File: src/hw/rtl/assert_macros.svh
// Assertion macros for the RTL of the integer literal parser (included by its top level).
`ifndef ASSERT_MACROS_SVH
`define ASSERT_MACROS_SVH

// Property must hold at every clock edge outside reset.
`define ILP_ASSERT(label, clk, rst, prop, msg) \
   label: assert property (@(posedge clk) disable iff (rst) (prop)) else $error(msg);

// Expression must never be true outside reset.
`define ILP_NEVER(label, clk, rst, expr, msg) \
   label: assert property (@(posedge clk) disable iff (rst) !(expr)) else $error(msg);

`endif

File: src/hw/rtl/ilp_pkg.sv
// Package with types, codes and constants of the integer literal parser.
package ilp_pkg;

   localparam int VALUE_WIDTH_DEF = 64;
   localparam int VALUE_OUT_W     = 64;

   // Parser phase codes
   localparam logic [1:0] PH_START  = 2'd0;
   localparam logic [1:0] PH_ZERO   = 2'd1;
   localparam logic [1:0] PH_DIGITS = 2'd2;
   localparam logic [1:0] PH_SUFFIX = 2'd3;

   // Radix codes
   localparam logic [4:0] RADIX_BIN = 5'd2;
   localparam logic [4:0] RADIX_OCT = 5'd8;
   localparam logic [4:0] RADIX_DEC = 5'd10;
   localparam logic [4:0] RADIX_HEX = 5'd16;

   // Characters
   localparam logic [7:0] CHR_ZERO   = 8'h30;
   localparam logic [7:0] CHR_NINE   = 8'h39;
   localparam logic [7:0] CHR_UP_A   = 8'h41;
   localparam logic [7:0] CHR_UP_F   = 8'h46;
   localparam logic [7:0] CHR_LO_A   = 8'h61;
   localparam logic [7:0] CHR_LO_F   = 8'h66;
   localparam logic [7:0] CHR_UP_X   = 8'h58;
   localparam logic [7:0] CHR_LO_X   = 8'h78;
   localparam logic [7:0] CHR_UP_B   = 8'h42;
   localparam logic [7:0] CHR_LO_B   = 8'h62;
   localparam logic [7:0] CHR_UP_U   = 8'h55;
   localparam logic [7:0] CHR_LO_U   = 8'h75;
   localparam logic [7:0] CHR_UP_L   = 8'h4C;
   localparam logic [7:0] CHR_LO_L   = 8'h6C;
   localparam logic [7:0] CHR_UP_H   = 8'h48;
   localparam logic [7:0] CHR_LO_H   = 8'h68;

   typedef struct packed {
      logic [7:0] ch;
      logic       last;
   } req_payload_type;

   typedef struct packed {
      logic [VALUE_OUT_W-1:0] value;
      logic                   status;
      logic                   done_res;
   } rsp_payload_type;

   // Parser control state (accumulator is kept apart, its width is a parameter)
   typedef struct packed {
      logic [1:0] phase;
      logic [4:0] radix;
      logic       bad;
   } ctl_type;

   localparam ctl_type CTL_RESET = '{phase: PH_START, radix: RADIX_DEC, bad: 1'b0};

endpackage

File: src/hw/rtl/ilp_step.sv
// Per-character step of the parser: classify, update phase/radix and accumulate.
module ilp_step import ilp_pkg::*; #(
   parameter int VALUE_WIDTH = VALUE_WIDTH_DEF
) (
   input  req_payload_type        req,
   input  ctl_type                cur_ctl,
   input  logic [VALUE_WIDTH-1:0] cur_accum,
   output ctl_type                next_ctl,
   output logic [VALUE_WIDTH-1:0] next_accum,
   output rsp_payload_type        rsp
);

   logic                   is_digit;
   logic [3:0]             digit;
   logic                   is_suffix;
   logic                   is_x;
   logic                   is_b;
   logic                   take;
   logic [4:0]             eff_radix;
   logic [VALUE_WIDTH-1:0] scaled;
   ctl_type                sel_ctl;
   ctl_type                step_ctl;
   logic [VALUE_WIDTH-1:0] step_accum;

   always_comb begin
      is_digit = 1'b1;
      digit    = '0;
      if (req.ch inside {[CHR_ZERO:CHR_NINE]}) begin
         digit = 4'(req.ch - CHR_ZERO);
      end else if (req.ch inside {[CHR_UP_A:CHR_UP_F]}) begin
         digit = 4'(req.ch - CHR_UP_A + 8'd10);
      end else if (req.ch inside {[CHR_LO_A:CHR_LO_F]}) begin
         digit = 4'(req.ch - CHR_LO_A + 8'd10);
      end else begin
         is_digit = 1'b0;
      end
      is_suffix = req.ch inside {CHR_UP_U, CHR_LO_U, CHR_UP_L, CHR_LO_L, CHR_UP_H, CHR_LO_H};
      is_x      = req.ch inside {CHR_UP_X, CHR_LO_X};
      is_b      = req.ch inside {CHR_UP_B, CHR_LO_B};
   end

   always_comb begin
      sel_ctl   = cur_ctl;
      take      = 1'b0;
      eff_radix = cur_ctl.radix;
      case (cur_ctl.phase)
         PH_START: begin
            if (req.ch == CHR_ZERO) begin
               sel_ctl.radix = RADIX_OCT;
               sel_ctl.phase = PH_ZERO;
            end else begin
               sel_ctl.radix = RADIX_DEC;
               eff_radix     = RADIX_DEC;
               take          = 1'b1;
            end
         end
         PH_ZERO: begin
            if (is_x) begin
               sel_ctl.radix = RADIX_HEX;
               sel_ctl.phase = PH_DIGITS;
            end else if (is_b) begin
               sel_ctl.radix = RADIX_BIN;
               sel_ctl.phase = PH_DIGITS;
            end else begin
               sel_ctl.radix = RADIX_OCT;
               eff_radix     = RADIX_OCT;
               take          = 1'b1;
            end
         end
         PH_DIGITS: take = 1'b1;
         default: ;
      endcase
   end

   // accum * radix for the four legal bases, as shifts and one add
   always_comb begin
      case (eff_radix)
         RADIX_BIN: scaled = cur_accum << 1;
         RADIX_OCT: scaled = cur_accum << 3;
         RADIX_HEX: scaled = cur_accum << 4;
         default:   scaled = (cur_accum << 3) + (cur_accum << 1);
      endcase
   end

   always_comb begin
      step_ctl   = sel_ctl;
      step_accum = cur_accum;
      if (take) begin
         step_ctl.phase = PH_DIGITS;
         if (!is_digit) begin
            if (is_suffix) begin
               step_ctl.phase = PH_SUFFIX;
            end else begin
               step_ctl.bad = 1'b1;
            end
         end else if ({1'b0, digit} >= eff_radix) begin
            step_ctl.bad = 1'b1;
         end else begin
            step_accum = scaled + VALUE_WIDTH'(digit);
         end
      end
   end

   always_comb begin
      rsp.value    = VALUE_OUT_W'(step_accum);
      rsp.status   = step_ctl.bad;
      rsp.done_res = req.last;
      // literal ends: back to reset state
      next_ctl   = req.last ? CTL_RESET : step_ctl;
      next_accum = req.last ? '0 : step_accum;
   end

endmodule

File: src/hw/rtl/integer_literal_parser.sv
// Top level of the integer literal parser: input register, step logic, result register.
//
// Usage:
//   req_ channel carries one character of a literal per transfer, with last
//   set on the final character. The base comes from the prefix (0x hex, 0b
//   binary, leading 0 octal, else decimal); a U, L or H suffix ends digits.
//   rsp_ channel returns exactly one result per character: the running value
//   (wrapping modulo 2^VALUE_WIDTH, zero above), a sticky error flag and a
//   copy of last. After the last character the parser is back at reset.
//   Path: a character goes into the input register, then its result into
//   the result register, where rsp_stall can hold it.
//   Throughput: one character per cycle while no result is stalled; the step
//   is one classifier and one shift-and-add between the input register and the result register.
//   Reset: synchronous, active high; clears both valids and the parser state.
//   Stall: while rsp_stall holds a result, one more character can wait in
//   the input register; after that req_stall rises until the result moves.
`include "assert_macros.svh"

module integer_literal_parser import ilp_pkg::*; #(
   parameter int VALUE_WIDTH = VALUE_WIDTH_DEF
) (
   input  logic            clock,
   input  logic            reset,
   input  logic            req_valid,
   output logic            req_stall,
   input  req_payload_type req_payload,
   output logic            rsp_valid,
   input  logic            rsp_stall,
   output rsp_payload_type rsp_payload
);

   // input register
   req_payload_type        req_ff;
   logic                   req_vld_ff, req_vld_in;
   // result register
   rsp_payload_type        rsp_ff;
   logic                   rsp_vld_ff, rsp_vld_in;
   // parser state
   ctl_type                ctl_ff, ctl_in;
   logic [VALUE_WIDTH-1:0] accum_ff, accum_in;
   rsp_payload_type        step_rsp;

   logic req_take;
   logic advance;

   // item moves from input register to result register
   assign advance   = req_vld_ff && (!rsp_vld_ff || !rsp_stall);
   assign req_stall = req_vld_ff && !advance;
   assign req_take  = req_valid && !req_stall;

   assign req_vld_in = req_take || (req_vld_ff && !advance);
   assign rsp_vld_in = advance || (rsp_vld_ff && rsp_stall);

   ilp_step #(
      .VALUE_WIDTH (VALUE_WIDTH)
   ) u_step (
      .req        (req_ff),
      .cur_ctl    (ctl_ff),
      .cur_accum  (accum_ff),
      .next_ctl   (ctl_in),
      .next_accum (accum_in),
      .rsp        (step_rsp)
   );

   always_ff @(posedge clock) begin
      if (reset) begin
         req_vld_ff <= 1'b0;
         rsp_vld_ff <= 1'b0;
         ctl_ff     <= CTL_RESET;
         accum_ff   <= '0;
      end else begin
         req_vld_ff <= req_vld_in;
         rsp_vld_ff <= rsp_vld_in;
         if (advance) begin
            ctl_ff   <= ctl_in;
            accum_ff <= accum_in;
         end
      end
   end

   // payload registers, no reset
   always_ff @(posedge clock) begin
      if (req_take) begin
         req_ff <= req_payload;
      end
      if (advance) begin
         rsp_ff <= step_rsp;
      end
   end

   assign rsp_valid   = rsp_vld_ff;
   assign rsp_payload = rsp_ff;

   // state is back at reset after the last character of a literal
   `ILP_ASSERT(a_reset_after_last, clock, reset,
      (advance && req_ff.last) |=> (ctl_ff == CTL_RESET && accum_ff == '0), "state not cleared")
   // error flag stays set within a literal
   `ILP_ASSERT(a_bad_sticky, clock, reset,
      (advance && !req_ff.last && ctl_ff.bad) |=> ctl_ff.bad, "error flag dropped mid-literal")
   // value never carries bits above the accumulator width
   `ILP_ASSERT(a_value_width, clock, reset,
      rsp_vld_ff |-> ((rsp_ff.value >> VALUE_WIDTH) == '0), "value exceeds width")
   // input side only waits when a character is held
   `ILP_NEVER(a_stall_empty, clock, reset,
      req_stall && !req_vld_ff, "stall with empty input register")

endmodule
File: config.mk
export PLATFORM = sky130hd
export DESIGN_NAME = integer_literal_parser
export DESIGN_NICKNAME = d
export VERILOG_FILES = /design/src/hw/rtl/ilp_pkg.sv /design/src/hw/rtl/ilp_step.sv /design/src/hw/rtl/integer_literal_parser.sv
export VERILOG_INCLUDE_DIRS = /design/src /design/src/hw/rtl
export SDC_FILE = /design/constraint.sdc
export NUM_CORES = 1
export LEC_CHECK = 0
export BUFFER_PORTS_ARGS = -buffer_cell sky130_fd_sc_hd__buf_2
export CORE_MARGIN = 2
export CORE_UTILIZATION = 61
export CTS_BUF_LIST = sky130_fd_sc_hd__clkbuf_8
export DETAILED_ROUTE_END_ITERATION = 16
export PLACE_DENSITY_LB_ADDON = 0.25
export SLEW_MARGIN = 30
export SYNTH_ARGS = -nofsm -noshare
export SYNTH_HDL_FRONTEND = slang
export SYNTH_HIERARCHICAL = 1
export SYNTH_SLANG_ARGS = --single-unit
File: constraint.sdc
create_clock -name clock -period 6.8 [get_ports clock]
set_input_delay 1.36 -clock clock [delete_from_list [all_inputs] [get_ports clock]]
set_output_delay 1.36 -clock clock [all_outputs]
set_load 0.02 [all_outputs]
==> results of run 1 <==
-- kinds of logic (layout without fill, tap and decap cells) --
family	count (synthesis)	count (layout)
AO/OA/AOI/OAI	575	575
XOR/XNOR	67	67
adder cells (fa/ha/maj)	74	74
buffers and inverters	149	169
flip-flops	149	149
multiplexers	82	82
AND/OR/NAND/NOR	746	746
-- where the power goes --
group | leakage, nW | switching (mW) | internal [mW]
combinational | 3.90 | 0.0938 | 0.0508
sequential | 1.29 | 0.00936 | 0.962
clock | 0.220 | 0.417 | 0.380
-- critical path, cell delays in order, from the launching register on --
cell       delay, ns
edfxtp_1        0.55
or4bb_1         0.63
o22a_4          0.32
a2111oi_4       0.56
and2_2          0.30
buf_4           0.40
o2bb2ai_1       0.32
a31oi_1         0.22
a211oi_1        0.33
o211ai_1        0.34
or4b_1          0.81
nor3_1          0.79
nand4_1         0.24
a31oi_1         0.25
nand2b_1        0.08
mux2i_1         0.13
-- cell usage in the layout, fill, tap and decap left out, types with 11 or more instances in the layout --
cell	count
o21bai_1	15
nor4_1	17
ha_1	72
nand4_1	42
nand2b_1	156
dfxtp_1	74
and3_1	11
edfxtp_1	75
a21oi_1	120
xor2_1	28
a22o_1	20
nor3_1	44
nand2_1	178
xnor2_1	39
or3_1	18
and2_1	52
buf_4	20
o211ai_1	11
o31ai_1	14
nor2_1	121
a22oi_1	54
a31oi_1	33
buf_2	80
nand3_1	38
a21o_1	28
o2bb2ai_1	13
o21a_1	21
inv_1	32
clkbuf_8	17
mux2i_1	80
a211oi_1	16
o21ai_0	125
-- layer usage --
layer | GRT usage (%) | share of wire [%]
met4 | 12.36 | 3.5
met1 | 46.90 | 42
met3 | 4.532 | 9.5
met5 | 0 | 0
met2 | 52.49 | 45
-- layout make-up --
type                            count  area [um^2]  share of cell area, %
Inverter                           33        123.9                 0.7963
Tap cell                          319        399.1                  2.566
Clock buffer                       17        234.0                  1.504
Sequential cell                   149         3734                  24.00
Clock inverter                     15        203.9                  1.311
Timing Repair Buffer              104        606.8                  3.901
Multi-Input combinational cell   1544        10250                  65.92
-- synthesized netlist by cell type (all sizes together) (53+ instances only) --
cell type  count
ha            72
edfxtp        75
nand2b       156
and2          53
nor2         122
o21ai        128
dfxtp         74
clkbuf        78
nand2        181
a21oi        123
mux2i         80
a22oi         54
-- state kept, by name, indices dropped and copies added (netlist names) --
name and count:
rsp_payload 66, accum_ff 64, req_ff 9, ctl_ff 8, req_vld_ff 1, rsp_valid 1
-- worst max path at each step --
stage | from | end | slack [ns] | cells past startpoint
3_5_place_dp | req_ff[3] | accum_ff[63] | 0.67 | 15
2_1_floorplan | req_ff[4] | accum_ff[51] | 1.32 | 23
4_1_cts | req_ff[3] | accum_ff[63] | 0.63 | 15
3_3_place_gp | req_ff[3] | accum_ff[63] | 0.83 | 15
6_report | req_ff[3] | accum_ff[63] | 0.41 | 15
5_1_grt | req_ff[1] | accum_ff[63] | 0.09 | 16
-- per-stage QoR --
stage	setup WS [ns]	util (%)	cell area (um^2)	cells
6_report	0.4081	65.88	15550	2181
5_1_grt	0.08613	65.88	15550	2181
3_5_place_dp	0.6746	63.98	15110	2148
2_1_floorplan	1.319	-	14730	1842
4_1_cts	0.6251	65.84	15550	2180
3_3_place_gp	0.8344	63.98	15110	2148
==> impl_metrics.toml, run 1 <==
[die]
chipHeight_um = 159.4
coreArea_um2 = 23610
rows = 56
dieArea_um2 = 25410
die_x_um = 159.4
initial_core_util_pct = 62.40
io-pin-count = 81

[logic_synthesis]
synthMuxAreaShare_pct = 5.588
ys_types = 97
synth_top_family_by_area = "simple AND/OR/NAND/NOR gates"
synth_area_leader_cell = "edfxtp_1"
synthArstFlopShare_pct = 0
synth_edf_count = 75
ys.warnings.count = 6
synthCells = 1842
seq_area_frac_synth_pct = 25.34
syn_nets = 1929
synth_area_leaders = "edfxtp_1 15%, dfxtp_1 10%, nand2b_1 6.6%, ha_1 6.1%, mux2i_1 5.4%"
yosys_register_bits = 149
synth_xor_area_share_pct = 3.983
synth.top_cell.area_share_pct = 15.29
syn_area_per_cell_um2 = 7.999
synth-compound-area-share_pct = 26.53
synthAdderAreaFrac_pct = 6.386
synth-simple-area-share_pct = 26.91
ys.flop_type = "edfxtp_1"
netlist_area_um2 = 14730

[worst_setup_path]
r2r_cells = 15
start_kind = "flip-flop"
path_max_fanout = 40
arrival_ns = 6.80
r2r_setup_slack_ns = 0.41
worstReg2RegEnd = "accum_ff[63]"
cp-end-kind = "flip-flop"
critical_path_class = "flip-flop to flip-flop"
r2r-start = "req_ff[3]"
crit_required_ns = 7.21

[clock_tree]
cts_max_level = 4
clkSinkCount = 149
postCtsResizedCells = 0
clock_tree.root_cell = "clkbuf_8"
clock_latency_ns = 0.48
postCtsSetupRepairBufs = 0
cts_made_buffers = 17
cts_buffer_depth = 2
clkSlewWorstSetupHoldPaths_ns = 0.10
postCtsHoldBufs = 0
cts_tree = "done"

[timing]
relSlewSlack_pct = 27.16
finalSetupViolCount = 0
finalCritPeriodShare_pct = 94.00
holdWs_ns = 0.4870
slew_violations = 0
grt_setup_unrepaired = "false"
period_needed_ns = 6.392
setup_tns_ns = 0
hold_viol = 0
fmax_mhz = 156.4
skew_ns = 0.01912
tightest_slew_ns = 1.093

[routing]
first_pass_iters = 6
wl_mm = 43.39
vias = 14780
viasPerCell = 6.777
drt_iter0_drc = 1824
drt.antenna.violating_nets = 0
drc = 0
wl_per_cell_um = 19.89

[pwr]
p_leak_nw = 5.414
vdd_drop_max_uv = 137.6
finalPower_mw = 1.914
powerDensity_nw_per_um2 = 123.0

[hold_path]
min_path_cells = 2
hold_path_startpoint = "ctl_ff[0]"
min_to = "ctl_ff[0]"
holdCritPathClass = "flip-flop to flip-flop"

[place]
port_buffers = 80
gp_congestion = 1.044
dpl.hpwl_mm = 31.23

[layout]
area_delta_synth_final_pct = 5.571
nFillCells = 2080
diodes = 0
layout.nets = 1936
final_layout_size_suffix_gt1_share_pct = 9.398

[flow_run]
cap_violations = 0

[global_route]
grt_pass1_wl_mm = 70.34
antenna_found_initial = 0
grt_pass1_vias = 13620
grt_max_degree = 147
grt-ovfl-total = 0
track_usage_pct = 33.40

[run_status]
status = "finished clean"
Power figures use the tool's default switching activity.
==> inputs of run 2 (changes only) <==
--- a/config.mk
+++ b/config.mk
@@ -8,7 +8,7 @@
 export LEC_CHECK = 0
 export BUFFER_PORTS_ARGS = -buffer_cell sky130_fd_sc_hd__buf_2
 export CORE_MARGIN = 2
-export CORE_UTILIZATION = 61
+export CORE_UTILIZATION = 39
 export CTS_BUF_LIST = sky130_fd_sc_hd__clkbuf_8
 export DETAILED_ROUTE_END_ITERATION = 16
 export PLACE_DENSITY_LB_ADDON = 0.25
==> run 2 against run 1 <==
  * Combinational power is essentially flat
  * Count of clock-buffer cells in the layout is the same
  * Fmax grew 2.3%
  * Sequential share of layout area shrank 0.45 points
  * Via count shrank 4.0%
  * Routed wire length grew 7.8%
  * Core utilization shrank 23 points
  * Critical path depth is the same
  * Clock power shrank 4.6%
  * Worst setup slack gained 0.14 ns
  * Flip-flop and latch count is the same
  * Critical path type unchanged
  * Critical endpoint unchanged
  * Largest power group unchanged
  * Highest routed layer is now met5
==> impl_metrics.toml, run 2 (synthesized netlist as in run 1, its figures left out) <==
[global_route]
use_met3_pct = 4.408
grt_max_degree = 139
antenna_found_initial = 0
grt-ovfl-total = 0
met2_usage_pct = 37.82
track_usage_pct = 24.03
grt_pass1_vias = 13330
grt_util_met1_pct = 33.18
grt_pass1_wl_mm = 74.12
busiest_layer = "met2"

[die]
initial_core_util_pct = 39.40
rows = 71
io-pin-count = 81
chipHeight_um = 198.4
coreArea_um2 = 37400
die_x_um = 198.4
dieArea_um2 = 39350

[routing]
drc = 0
drt_iter0_drc = 1238
wl_per_cell_um = 19.65
first_pass_iters = 5
drt.antenna.violating_nets = 0
vias = 14200
wl_mm = 46.78
viasPerCell = 5.962

[clock_tree]
postCtsSetupRepairBufs = 0
cts_made_buffers = 17
cts_buffer_depth = 2
clock_tree.root_cell = "clkbuf_8"
postCtsResizedCells = 0
cts_max_level = 4
clock_latency_ns = 0.53
clkSlewWorstSetupHoldPaths_ns = 0.09
clkSinkCount = 149
cts_tree = "done"
postCtsHoldBufs = 0

[timing]
holdWs_ns = 0.4864
setup_ws_ns = 0.5512
skew_ns = 0.02617
finalCritPeriodShare_pct = 91.89
hold_viol = 0
slew_violations = 0
tightest_slew_ns = 0.9690
setup_tns_ns = 0
finalSetupViolCount = 0
relSlewSlack_pct = 35.39
period_needed_ns = 6.249
fmax_mhz = 160.0
grt_setup_unrepaired = "false"

[run_status]
status = "finished clean"

[worst_setup_path]
max_stage_delay_ns = 0.82
path_max_fanout = 34
crit_cells = 15
crit_buf_inv = 1
start_kind = "flip-flop"
path_cells = "or4bb_1 > o22a_4 > a2111oi_4 > and2_2 > buf_4 > o2bb2ai_1 > a31oi_1 > a211oi_1 > o211ai_1 > or4b_1 > nor3_1 > nand4_1 > a31oi_1 > nand2b_1 > mux2i_1"
cpLargestDelayFamily = "simple AND/OR/NAND/NOR gates"
arrival_ns = 6.70
r2r_cells = 15
path_common_cell = "a31oi_1"
crit_required_ns = 7.25
cpMaxStageDelayCell = "or4b_1"
cp-end-kind = "flip-flop"
critical_path_class = "flip-flop to flip-flop"

[layout]
area_delta_synth_final_pct = 7.575
layout.nets = 1944
final_layout_size_suffix_gt1_share_pct = 9.840
final_common_cell = "nand2_1"
diodes = 0
final_cell_mix = "178 x nand2_1, 156 x nand2b_1, 125 x o21ai_0, 120 x nor2_1, 120 x a21oi_1"
largest_reg_flops = 66

[place]
pre_cts_slack_ns = 0.7093
gp_congestion = 0.9324
port_buffers = 80
dpl.hpwl_mm = 34.58

[pwr]
p_leak_nw = 5.449
powerDensity_nw_per_um2 = 118.5
vdd_drop_max_uv = 127.8

[hold_path]
min_path_cells = 2
holdCritPathClass = "flip-flop to flip-flop"

[flow_run]
cap_violations = 0
==> run 2: layout make-up <==
| type | count | area (um^2) |
|---|---|---|
| clock buffers | 17 | 234.0 |
| multi-input cells | 1544 | 10270 |
| fillers | 3795 | 21550 |
| flip-flops and latches | 149 | 3734 |
| repair buffers | 112 | 659.4 |
| inverters | 33 | 123.9 |
| well taps | 511 | 639.4 |
| clock inverters | 15 | 190.2 |
==> run 2: path summary, 6_finish.rpt <==
check,slack [ns],end,from
max reg2reg,0.55,accum_ff[63],req_ff[3]
min,0.49,accum_ff[63],accum_ff[63]
min reg2reg,0.49,accum_ff[63],accum_ff[63]
max,0.55,accum_ff[63],req_ff[3]
==> run 2: power breakdown <==
part | internal [mW] | switching [mW] | total [mW] | leakage [nW]
sequential | 0.962 | 0.00969 | 0.972 | 1.29
combinational | 0.0504 | 0.0957 | 0.146 | 3.94
clock | 0.395 | 0.366 | 0.761 | 0.216
==> run 2: routing by layer <==
layer | part of all wire [%] | up-vias
met5 | 0.14 | -
met3 | 5.8 | 66
met2 | 45 | 422
met4 | 2.1 | 2
li1 | - | 6920
met1 | 47 | 6785
==> run 2: tightest hold or removal path, delay by kind of cell, from the launching register on <==
| family | cells | cell delay [ns] |
|---|---|---|
| flip-flops | 1 | 0.32 |
| multiplexers | 1 | 0.06 |
| AND/OR/NAND/NOR | 1 | 0.06 |
==> run 2: metrics by stage <==
stage	power, mW	instance area [um^2]	instances	util, %
2_1_floorplan	1.105	14730	1842	-
3_3_place_gp	1.139	15410	2349	41.20
3_5_place_dp	1.141	15410	2349	41.21
4_1_cts	1.922	15840	2381	42.35
5_1_grt	1.965	15850	2381	42.38
6_report	1.879	15850	2381	42.38
